### src/rtl/core/assert_macros.svh
// Assertion macros shared by the RTL
`ifndef ASSERT_MACROS_SVH
`define ASSERT_MACROS_SVH
`ifndef ASSERT_OFF
`define ASSERT_IMPLY(label, clk, rst_n, a, c) \
  label: assert property (@(posedge clk) disable iff (!rst_n) (a) |-> (c)) else $error("assert");
`define ASSERT_NEXT(label, clk, rst_n, a, c) \
  label: assert property (@(posedge clk) disable iff (!rst_n) (a) |=> (c)) else $error("assert");
`else
`define ASSERT_IMPLY(label, clk, rst_n, a, c)
`define ASSERT_NEXT(label, clk, rst_n, a, c)
`endif
`endif

### src/rtl/core/trc_pkg.sv
// ----------------------------------------------------------------------------
// trc_pkg
// Types and constants for the touch report calibrator.
// ----------------------------------------------------------------------------
`timescale 1ns / 1ps
package trc_pkg;
  typedef enum logic [1:0] {
    OP_POLL  = 2'd0,
    OP_START = 2'd1,
    OP_ADD   = 2'd2,
    OP_END   = 2'd3
  } op_t;

  localparam logic [1:0] ST_OK       = 2'd0;
  localparam logic [1:0] ST_FEW      = 2'd1;
  localparam logic [1:0] ST_OVERFLOW = 2'd2;

  // controller -> datapath
  typedef struct packed {
    logic load;      // latch request, do its register updates
    logic map_start; // start both axis mappings
    logic fit_clr;   // reset extreme search
    logic fit_step;  // examine point at scan index
    logic fit_done;  // commit the fit
    logic out_load;  // capture result
  } dp_cmd_t;

  // datapath -> controller
  typedef struct packed {
    logic     is_map;   // request needs mapping
    logic     is_fit;   // request needs fit scan
    logic     map_done;
    logic     scan_last;
  } dp_sts_t;
endpackage

### src/rtl/core/trc_ram.sv
// ----------------------------------------------------------------------------
// trc_ram
// Generic single-port-write, one-read RAM with registered read.
// ----------------------------------------------------------------------------
`timescale 1ns / 1ps
module trc_ram #(
  parameter int WIDTH = 8,
  parameter int DEPTH = 4
) (
  input  logic                     clk,
  input  logic                     we,
  input  logic [$clog2(DEPTH)-1:0] waddr,
  input  logic [WIDTH-1:0]         wdata,
  input  logic [$clog2(DEPTH)-1:0] raddr,
  output logic [WIDTH-1:0]         rdata
);
  logic [WIDTH-1:0] mem [DEPTH];
  always_ff @(posedge clk) begin
    if (we) begin
      mem[waddr] <= wdata;
    end
    rdata <= mem[raddr];
  end
endmodule

### src/rtl/core/trc_div.sv
// ----------------------------------------------------------------------------
// trc_div
// Axis map: (v-off)*num/den+base, restoring division, truncating, saturating.
// ----------------------------------------------------------------------------
`timescale 1ns / 1ps
module trc_div (
  input  logic               clk,
  input  logic               rst_n,
  input  logic               start,
  input  logic [14:0]        v,
  input  logic [14:0]        off,
  input  logic signed [12:0] num,
  input  logic [14:0]        den,
  input  logic [11:0]        base,
  output logic               busy,
  output logic signed [16:0] result
);
  // |product| < 2^28
  logic [5:0]         cnt_r, cnt_nxt;
  logic               neg_r;
  logic [27:0]        quo_r;
  logic [14:0]        rem_r;
  logic [14:0]        den_r;
  logic [11:0]        base_r;
  logic signed [16:0] diff;
  logic signed [29:0] prod;
  logic [15:0]        trial;
  logic signed [29:0] q_s;
  logic signed [30:0] sum;

  assign diff = $signed({2'b00, v}) - $signed({2'b00, off});
  assign prod = diff * num;
  assign trial = {rem_r, quo_r[27]};
  assign q_s = neg_r ? -$signed({2'b00, quo_r}) : $signed({2'b00, quo_r});
  assign sum = 31'(q_s) + $signed({19'd0, base_r});
  assign busy = (cnt_r != 6'd0);

  always_comb begin
    cnt_nxt = cnt_r;
    if (start) begin
      cnt_nxt = 6'd29;
    end else if (cnt_r != 6'd0) begin
      cnt_nxt = cnt_r - 6'd1;
    end
  end

  always_ff @(posedge clk) begin
    if (!rst_n) begin
      cnt_r <= '0;
    end else begin
      cnt_r <= cnt_nxt;
    end
    if (start) begin
      neg_r  <= prod[29];
      quo_r  <= 28'(prod[29] ? -prod : prod);
      rem_r  <= '0;
      den_r  <= den;
      base_r <= base;
    end else if (cnt_r > 6'd1) begin
      if (trial >= {1'b0, den_r}) begin
        rem_r <= 15'(trial - {1'b0, den_r});
        quo_r <= {quo_r[26:0], 1'b1};
      end else begin
        rem_r <= trial[14:0];
        quo_r <= {quo_r[26:0], 1'b0};
      end
    end
  end

  always_comb begin
    if (den_r == 15'd0) begin
      result = 17'($signed({5'd0, base_r}));
    end else if (sum > 31'sd65535) begin
      result = 17'sd65535;
    end else if (sum < -31'sd65536) begin
      result = -17'sd65536;
    end else begin
      result = sum[16:0];
    end
  end
endmodule

### src/rtl/core/trc_datapath.sv
// ----------------------------------------------------------------------------
// trc_datapath
// Request latch, point stores, fit scan, mapping units and result register.
// ----------------------------------------------------------------------------
`timescale 1ns / 1ps
module trc_datapath
  import trc_pkg::*;
#(
  parameter int POINTS = 4
) (
  input  logic         clk,
  input  logic         rst_n,
  input  dp_cmd_t      cmd,
  output dp_sts_t      sts,
  input  logic [1:0]   in_operation,
  input  logic         in_ready_line,
  input  logic [7:0]   in_status_byte,
  input  logic [7:0]   in_x_low_byte,
  input  logic [7:0]   in_x_high_byte,
  input  logic [7:0]   in_y_low_byte,
  input  logic [7:0]   in_y_high_byte,
  input  logic [14:0]  in_taken_x,
  input  logic [14:0]  in_taken_y,
  input  logic [11:0]  in_expected_x,
  input  logic [11:0]  in_expected_y,
  output logic [1:0]   out_status_code,
  output logic         out_pen_down,
  output logic         out_coords_valid,
  output logic signed [16:0] out_x_out,
  output logic signed [16:0] out_y_out
);
  localparam int AW = $clog2(POINTS);
  localparam int CW = $clog2(POINTS + 1);

  logic        calib_r, valid_r, pen_r;
  logic [14:0] raw_x_r, raw_y_r;
  logic [CW-1:0] cnt_r;
  logic [14:0] off_x_r, off_y_r, den_x_r, den_y_r;
  logic [11:0] base_x_r, base_y_r;
  logic signed [12:0] num_x_r, num_y_r;

  // result staging
  logic [1:0]  st_r;
  logic        rp_r, rv_r, use_map_r;
  logic [14:0] rx_r, ry_r;
  logic [1:0]  op_r;

  // scan
  logic [AW-1:0] scan_r, rd_addr;
  logic          scan_v_r;
  logic [14:0]   mnx_r, mxx_r, mny_r, mxy_r;
  logic [11:0]   mnxo_r, mxxo_r, mnyo_r, mxyo_r;
  logic          first_r;
  logic [14:0]   tx_q, ty_q;
  logic [11:0]   ex_q, ey_q;

  logic          we;
  logic [14:0]   raw_x_in, raw_y_in;
  logic          mbx, mby;
  logic signed [16:0] mx, my;

  assign raw_x_in = 15'({in_x_high_byte, 7'd0} | {7'd0, in_x_low_byte});
  assign raw_y_in = 15'({in_y_high_byte, 7'd0} | {7'd0, in_y_low_byte});
  assign we = cmd.load && (op_t'(in_operation) == OP_ADD) && (cnt_r < CW'(POINTS));
  assign rd_addr = scan_r;

  trc_ram #(.WIDTH(15), .DEPTH(POINTS)) u_tx (.clk, .we, .waddr(cnt_r[AW-1:0]),
    .wdata(in_taken_x), .raddr(rd_addr), .rdata(tx_q));
  trc_ram #(.WIDTH(15), .DEPTH(POINTS)) u_ty (.clk, .we, .waddr(cnt_r[AW-1:0]),
    .wdata(in_taken_y), .raddr(rd_addr), .rdata(ty_q));
  trc_ram #(.WIDTH(12), .DEPTH(POINTS)) u_ex (.clk, .we, .waddr(cnt_r[AW-1:0]),
    .wdata(in_expected_x), .raddr(rd_addr), .rdata(ex_q));
  trc_ram #(.WIDTH(12), .DEPTH(POINTS)) u_ey (.clk, .we, .waddr(cnt_r[AW-1:0]),
    .wdata(in_expected_y), .raddr(rd_addr), .rdata(ey_q));

  trc_div u_mapx (.clk, .rst_n, .start(cmd.map_start), .v(rx_r), .off(off_x_r),
    .num(num_x_r), .den(den_x_r), .base(base_x_r), .busy(mbx), .result(mx));
  trc_div u_mapy (.clk, .rst_n, .start(cmd.map_start), .v(ry_r), .off(off_y_r),
    .num(num_y_r), .den(den_y_r), .base(base_y_r), .busy(mby), .result(my));

  assign sts.is_map    = use_map_r;
  assign sts.is_fit    = (op_t'(op_r) == OP_END) && (st_r == ST_OK);
  assign sts.map_done  = !mbx && !mby;
  // last entry's comparison step
  assign sts.scan_last = scan_v_r && (scan_r == AW'(POINTS - 1));

  always_ff @(posedge clk) begin
    if (!rst_n) begin
      calib_r <= 1'b0; valid_r <= 1'b0; pen_r <= 1'b0;
      raw_x_r <= '0; raw_y_r <= '0; cnt_r <= '0;
      off_x_r <= '0; off_y_r <= '0; den_x_r <= '0; den_y_r <= '0;
      base_x_r <= '0; base_y_r <= '0; num_x_r <= '0; num_y_r <= '0;
      scan_r <= '0; scan_v_r <= 1'b0; first_r <= 1'b0;
    end else begin
      if (cmd.load) begin
        op_r <= in_operation;
        st_r <= ST_OK; rp_r <= 1'b0; rv_r <= 1'b0; use_map_r <= 1'b0;
        rx_r <= '0; ry_r <= '0;
        unique case (op_t'(in_operation))
          OP_POLL: begin
            if (!in_ready_line) begin
              rp_r <= pen_r;
            end else begin
              rp_r <= in_status_byte[0];
              pen_r <= in_status_byte[0];
              rv_r <= 1'b1;
              use_map_r <= !calib_r && valid_r;
              if (in_status_byte[0]) begin
                raw_x_r <= raw_x_in; raw_y_r <= raw_y_in;
                rx_r <= raw_x_in; ry_r <= raw_y_in;
              end else begin
                rx_r <= raw_x_r; ry_r <= raw_y_r;
              end
            end
          end
          OP_START: begin
            calib_r <= 1'b1; cnt_r <= '0;
          end
          OP_ADD: begin
            if (cnt_r < CW'(POINTS)) begin
              cnt_r <= cnt_r + CW'(1);
              st_r <= (cnt_r + CW'(1) < CW'(POINTS)) ? ST_FEW : ST_OK;
            end else begin
              st_r <= ST_OVERFLOW;
            end
          end
          OP_END: begin
            calib_r <= 1'b0;
            if (cnt_r != CW'(POINTS)) st_r <= ST_FEW;
          end
          default: ;
        endcase
      end
      if (cmd.fit_clr) begin
        scan_r <= '0; scan_v_r <= 1'b0; first_r <= 1'b1;
      end
      if (cmd.fit_step) begin
        // scan_v_r marks read data of scan_r valid
        if (!scan_v_r) begin
          scan_v_r <= 1'b1;
        end else begin
          scan_v_r <= 1'b0;
          if (scan_r != AW'(POINTS - 1)) scan_r <= scan_r + AW'(1);
          first_r <= 1'b0;
          if (first_r || tx_q < mnx_r) begin mnx_r <= tx_q; mnxo_r <= ex_q; end
          if (first_r || ty_q < mny_r) begin mny_r <= ty_q; mnyo_r <= ey_q; end
          if (first_r) begin
            mxx_r <= tx_q; mxxo_r <= (tx_q != 0) ? ex_q : 12'd0;
            mxy_r <= ty_q; mxyo_r <= (ty_q != 0) ? ey_q : 12'd0;
          end else begin
            if (tx_q > mxx_r) begin mxx_r <= tx_q; mxxo_r <= ex_q; end
            if (ty_q > mxy_r) begin mxy_r <= ty_q; mxyo_r <= ey_q; end
          end
        end
      end
      if (cmd.fit_done) begin
        valid_r <= 1'b1;
        off_x_r <= mnx_r; base_x_r <= mnxo_r; den_x_r <= mxx_r - mnx_r;
        num_x_r <= 13'(mxxo_r - mnxo_r);
        off_y_r <= mny_r; base_y_r <= mnyo_r; den_y_r <= mxy_r - mny_r;
        num_y_r <= 13'(mxyo_r - mnyo_r);
      end
    end
  end

  always_ff @(posedge clk) begin
    if (cmd.out_load) begin
      out_status_code  <= st_r;
      out_pen_down     <= rp_r;
      out_coords_valid <= rv_r;
      out_x_out <= use_map_r ? mx : $signed({2'b00, rx_r});
      out_y_out <= use_map_r ? my : $signed({2'b00, ry_r});
    end
  end
endmodule

### src/rtl/core/trc_ctrl.sv
// ----------------------------------------------------------------------------
// trc_ctrl
// Sequencer: accepts a request, runs mapping or fit scan, hands off result.
// ----------------------------------------------------------------------------
`timescale 1ns / 1ps
`include "assert_macros.svh"
module trc_ctrl
  import trc_pkg::*;
(
  input  logic    clk,
  input  logic    rst_n,
  input  logic    in_valid,
  output logic    in_ready,
  output logic    out_valid,
  input  logic    out_ready,
  output dp_cmd_t cmd,
  input  dp_sts_t sts
);
  typedef enum logic [4:0] {
    S_IDLE = 5'b00001,
    S_DISP = 5'b00010,
    S_MAP  = 5'b00100,
    S_SCAN = 5'b01000,
    S_FIN  = 5'b10000
  } state_t;

  state_t state_r, state_nxt;
  logic   ov_r, ov_nxt;
  logic   fin;

  // free output register lets the next request start while one waits
  assign in_ready = (state_r == S_IDLE);
  assign out_valid = ov_r;

  always_comb begin
    state_nxt = state_r;
    cmd = '0;
    fin = 1'b0;
    unique case (state_r)
      S_IDLE: if (in_valid && in_ready) begin
        cmd.load = 1'b1;
        state_nxt = S_DISP;
      end
      S_DISP: begin
        if (sts.is_map) begin
          cmd.map_start = 1'b1; state_nxt = S_MAP;
        end else if (sts.is_fit) begin
          cmd.fit_clr = 1'b1; state_nxt = S_SCAN;
        end else begin
          state_nxt = S_FIN;
        end
      end
      S_MAP: if (sts.map_done) state_nxt = S_FIN;
      S_SCAN: begin
        cmd.fit_step = 1'b1;
        if (sts.scan_last) state_nxt = S_FIN;
      end
      S_FIN: if (!ov_r || out_ready) begin
        fin = 1'b1;
        cmd.out_load = 1'b1;
        state_nxt = S_IDLE;
      end
      default: state_nxt = S_IDLE;
    endcase
  end

  // fit commits after final scan step's comparison; S_FIN follows that step
  always_comb begin
    ov_nxt = ov_r;
    if (ov_r && out_ready) ov_nxt = 1'b0;
    if (fin) ov_nxt = 1'b1;
  end

  always_ff @(posedge clk) begin
    if (!rst_n) begin
      state_r <= S_IDLE;
      ov_r <= 1'b0;
    end else begin
      state_r <= state_nxt;
      ov_r <= ov_nxt;
    end
  end

  `ASSERT_IMPLY(a_one_hot, clk, rst_n, 1'b1, $onehot(state_r))
  `ASSERT_IMPLY(a_no_accept_busy, clk, rst_n, state_r != S_IDLE, !in_ready)
  `ASSERT_NEXT(a_load_disp, clk, rst_n, cmd.load, state_r == S_DISP)
  `ASSERT_IMPLY(a_fin_outfree, clk, rst_n, fin, !ov_r || out_ready)
endmodule

### src/rtl/core/touch_report_calibrator.sv
// ----------------------------------------------------------------------------
// touch_report_calibrator
// Touch report decoder with two-point linear calibration.
// ----------------------------------------------------------------------------
`timescale 1ns / 1ps
// One request at a time. Start, add, a raw or ready-low poll and an end
// without a fit give their result through S_DISP and S_FIN; a poll needing
// calibration runs two serial dividers in parallel; end of calibration
// scans the POINTS-entry point store, a read step and then a comparison step
// per entry. The next request is accepted as soon as the sequencer
// is idle, while the previous result may still sit in the output register;
// a held result only stalls the following one at its final load.
// No clearing pass after reset.
module touch_report_calibrator
  import trc_pkg::*;
#(
  parameter int POINTS = 4
) (
  input  logic        clk,
  input  logic        rst_n,
  input  logic        in_valid,
  output logic        in_ready,
  input  logic [1:0]  in_operation,
  input  logic        in_ready_line,
  input  logic [7:0]  in_status_byte,
  input  logic [7:0]  in_x_low_byte,
  input  logic [7:0]  in_x_high_byte,
  input  logic [7:0]  in_y_low_byte,
  input  logic [7:0]  in_y_high_byte,
  input  logic [14:0] in_taken_x,
  input  logic [14:0] in_taken_y,
  input  logic [11:0] in_expected_x,
  input  logic [11:0] in_expected_y,
  output logic        out_valid,
  input  logic        out_ready,
  output logic [1:0]  out_status_code,
  output logic        out_pen_down,
  output logic        out_coords_valid,
  output logic signed [16:0] out_x_out,
  output logic signed [16:0] out_y_out
);
  dp_cmd_t cmd, cmd_c;
  dp_sts_t sts;
  logic    last_step_r;

  trc_ctrl u_ctrl (.clk, .rst_n, .in_valid, .in_ready, .out_valid, .out_ready,
    .cmd(cmd_c), .sts);

  // the fit commits in the cycle after the final scan step, no later than output load
  always_ff @(posedge clk) begin
    if (!rst_n) last_step_r <= 1'b0;
    else        last_step_r <= cmd_c.fit_step && sts.scan_last;
  end
  always_comb begin
    cmd = cmd_c;
    cmd.fit_done = last_step_r;
  end

  trc_datapath #(.POINTS(POINTS)) u_dp (.clk, .rst_n, .cmd, .sts,
    .in_operation, .in_ready_line, .in_status_byte, .in_x_low_byte,
    .in_x_high_byte, .in_y_low_byte, .in_y_high_byte, .in_taken_x,
    .in_taken_y, .in_expected_x, .in_expected_y, .out_status_code,
    .out_pen_down, .out_coords_valid, .out_x_out, .out_y_out);
endmodule
### config.mk
export PLATFORM = sky130hd
export DESIGN_NAME = touch_report_calibrator
export DESIGN_NICKNAME = d
export VERILOG_FILES = /design/src/rtl/core/trc_pkg.sv /design/src/rtl/core/trc_ram.sv /design/src/rtl/core/trc_div.sv /design/src/rtl/core/trc_datapath.sv /design/src/rtl/core/trc_ctrl.sv /design/src/rtl/core/touch_report_calibrator.sv
export VERILOG_INCLUDE_DIRS = /design/src /design/src/rtl/core
export SDC_FILE = /design/constraint.sdc
export NUM_CORES = 2
export LEC_CHECK = 0
export BUFFER_PORTS_ARGS = -buffer_cell sky130_fd_sc_hd__buf_2
export CORE_MARGIN = 3
export CORE_UTILIZATION = 28
export CTS_BUF_LIST = sky130_fd_sc_hd__clkbuf_2
export CTS_CLUSTER_SIZE = 40
export DETAILED_ROUTE_END_ITERATION = 16
export PLACE_DENSITY = 0.53
export SLEW_MARGIN = 40
export SYNTH_ARGS = -nofsm -noshare
export SYNTH_HDL_FRONTEND = slang
export SYNTH_SLANG_ARGS = --single-unit
### constraint.sdc
create_clock -name clk -period 10.1 [get_ports clk]
set_input_delay 0.505 -clock clk [delete_from_list [all_inputs] [get_ports clk]]
set_output_delay 0.505 -clock clk [all_outputs]
set_load 0.01 [all_outputs]
==> results.cfg <==
[status]
outcome = finished, final reports clean

[routing]
detail_route.first_pass.iterations = 5
wl_um = 144000
routedWlPerCell_um = 17.4
ant_nets = 0
routed-via-count = 39100
route.detailed.vias_per_inst = 4.75
drt-initial-drc-count = 2250
drc = 0

[critical_path]
critical-path-top-cell-by-count = sky130_fd_sc_hd__fa_1
startpoint_type = flip-flop
worstSetupPathType = flip-flop to flip-flop
worst_r2r_path_depth = 40
timing.critical_path.buf_inv = 10
crit_family = adder cells
crit_path_max_delay_cell_type = sky130_fd_sc_hd__fa_1
worst-endpoint-required_ns = 11.28
r2r-start = u_dp.rx_r[0]
worst_ep_arrival_time_ns = 10.77
minimum_setup_slack_among_reg_to_reg_paths_ns = 0.51
critical_path.reg2reg.endpoint = u_dp.u_mapx.quo_r[11]
slowest_delay_ns = 0.54
worstPathMaxFanout = 19
endpoint_kind = flip-flop

[yosys]
netlist.area_leader.share_pct = 28.5
synth_edf_count = 511
postSynthCellCount = 5151
post-synth-top-area-cell = sky130_fd_sc_hd__edfxtp_1
synth.cell_area_sq_mm = 0.0539
synth_area_leaders = sky130_fd_sc_hd__edfxtp_1 28%, sky130_fd_sc_hd__fa_1 15%, sky130_fd_sc_hd__dfxtp_1 9.4%
synth_ff_type = sky130_fd_sc_hd__edfxtp_1
synth_sequential_area_ratio_pct = 37.9
synthArstFlopShare_pct = 0
ys_seq_elements = 764
synth_fp_nets = 6006
syn_area_per_cell_sq_um = 10.5
ys_warn_count = 0
synth.lib_cells_used.distinct = 96

[floorplanning]
floorplan_row_count = 160
die-area_sq_mm = 0.198
core_area_sq_mm = 0.191
floorplan.initialDensity_pct = 28.3
chip_height_um = 445
die_width_um = 445
top_level_ports = 141

[power]
combPwrFrac_pct = 27.6
switchingPower_mw = 3.07
power.density_cell_area_mw_per_mm2 = 137
sw_frac_of_total_pct = 36.2
cell_internal_pwr_mw = 5.42
worst_ir_drop_vdd_uv = 112
pwr-share-clk_pct = 25.4
p_leak_nw = 25.7
seq_power_share_pct = 47.0

[sta]
rsz0062_at_grt = yes
tightestPinTransition_ns = 0.896
timing.setup.tns_ns = 0
fin_hold_ws_ns = 0.228
final_max_slew_viol_count = 0
max_clock_freq_mhz = 104
finalSetupViolCount = 0
final.min_clock_period_ns = 9.59
skew_ns = 0.214
max_slew_margin_pct = 40.3
report.final.hold_viol_count = 0
period_utilisation_layout_pct = 95.0

[job]
drv.max_cap_violation_count = 0

[placed_design]
dpl_cell_area_sq_mm = 0.0578
gp_congestion = 0.862
cells_after_dpl = 7677
numPortBuffers = 133
place_hpwl_um = 110000

[finish]
layout_common_cells = 595 x sky130_fd_sc_hd__inv_1, 511 x sky130_fd_sc_hd__edfxtp_1, 453 x sky130_fd_sc_hd__nand2_1
layout_commonest_cell = sky130_fd_sc_hd__inv_1
final_cell_count_no_fill = 8239
number_of_nets_in_the_layout = 6409
fin_area_sq_mm = 0.0618
post_route_cells_drive_above_1_share_pct = 12.0
syn2layout_area_growth_pct = 14.6

[worst_hold_path]
hold_class = input port to flip-flop
hold_path.startpoint = in_y_low_byte[0]
hold_depth = 4
whs_endpoint = u_dp.ry_r[0]

[global_routing]
grt_pass1_vias = 40200
grt.overflow.total = 0
grtUsageTotal_pct = 14.5
grt_use_met2_pct = 25.0
grt_max_degree = 66
grt_antenna_before_repair = 12
grt.busiest_layer = met2
wire_length_of_the_first_global_routing_pass_um = 227000
met1_track_utilization_from_global_routing_pct = 18.5
grt_util_met3_pct = 1.96

[clocking]
cts_tree = done
clkSinkCount = 764
cts-root-buf = sky130_fd_sc_hd__clkbuf_2
cts-buffers-inserted = 191
clock_insertion_delay_worst_skew_ns = 1.54
cts.reportedPaths.clkPinSlew_ns = 0.10
cts_max_path_buffers = 3
h_tree_depth_reported_by_cts = 4
-- metal layers --
metal / up-vias / part of all wire (%)
met5: - / 0.016
met4: 4 / 2.8
met3: 200 / 3.7
met2: 744 / 49
met1: 19400 / 45
li1: 18800 / -
-- flip-flops by register name, summed over array words and instances, names as in the netlist, 17 cells and up --
register and flops:
u_dp.u_mapx.quo_r 28, u_dp.u_ex.mem 48, u_dp.out_x_out 17, u_dp.out_y_out 17, u_dp.u_ey.mem 48, u_dp.u_ty.mem 60
u_dp.u_mapy.quo_r 28, u_dp.u_tx.mem 60
-- what timing repair did --
action                                 in CTS  in global routing
endpoints found under the hold margin     589                  0
setup endpoints to repair                   0                 52
hold buffers                              191                  0
gates resized for setup                     0                 19
buffers inserted                            0                  3
-- final cells by class --
type	instances	area, sq um
diodes	6	15.0
clock buffers	269	1350
clock inverters	92	529
fillers	19500	129000
inverters	601	2260
multi-input cells	3577	30700
flip-flops and latches	764	20400
well taps	2511	3140
repair buffers	418	3340
repair inverters	1	7.51
-- kinds of logic after synthesis --
kind of cell             synth area share [%]
XOR/XNOR                                 3.68
AND/OR/NAND/NOR                          14.6
buffers and inverters                    5.67
AO/OA/AOI/OAI                            10.1
adder cells (fa/ha/maj)                  23.1
multiplexers                             5.02
flip-flops                               37.9
-- power by group through the flow --
stage / logic [mW] / registers [mW] / clock network, mW
floorplan: 1.78 / 3.88 / 0
global placement: 2.24 / 4.05 / 0
detailed placement: 2.27 / 4.05 / 0
CTS: 2.34 / 3.98 / 2.26
global route: 2.62 / 4.03 / 2.41
finish: 2.35 / 3.99 / 2.15
-- per-stage QoR --
stage | util (%) | power (mW) | worst slack (ns)
2_1_floorplan | - | 5.66 | 1.04
3_3_place_gp | 30.3 | 6.29 | 0.167
3_5_place_dp | 30.3 | 6.33 | -0.0312
4_1_cts | 32.3 | 8.59 | 0.0505
5_1_grt | 32.4 | 9.06 | -0.0469
6_report | 32.4 | 8.49 | 0.507
-- cells in the mapped netlist (all sizes together) (15+ instances only) --
cell and count:
nor4 56, nand3 90, nor2b 64, clkbuf 180, xnor2 147, a211oi 38, and2 194, nor2 366
and3 23, ha 353, or2 16, nand2b 43, a21oi 171, edfxtp 511, o41ai 22, xor2 78
a21boi 35, o31a 15, nand4 37, mux2i 139, or3 47, a22o 31, o21ai 195, nor3b 24
o31ai 32, nand3b 16, nor3 98, o21a 34, buf 29, dfxtp 253, fa 401, nand2 454
o211ai 49, a211o 15, a21o 48, mux4 54, or4 27, a31oi 28, inv 598
-- worst min-delay path, delay by kind of cell --
kind	cells	cell delay, ns
AND/OR/NAND/NOR	1	0.11
multiplexers	1	0.14
buffers and inverters	2	0.71
-- worst max path at each step --
stage | cells after the start | to | slack [ns] | start
finish | 40 | u_dp.u_mapx.quo_r[11] | 0.51 | u_dp.rx_r[0]
global route | 31 | u_dp.u_mapx.quo_r[23] | -0.05 | u_dp.rx_r[1]
CTS | 39 | u_dp.u_mapx.quo_r[7] | 0.05 | u_dp.rx_r[0]
detailed placement | 39 | u_dp.u_mapx.quo_r[7] | -0.03 | u_dp.rx_r[0]
global placement | 40 | u_dp.u_mapx.quo_r[11] | 0.17 | u_dp.rx_r[0]
floorplan | 38 | u_dp.u_mapx.quo_r[7] | 1.04 | u_dp.rx_r[0]
Power figures use the tool's default switching activity.
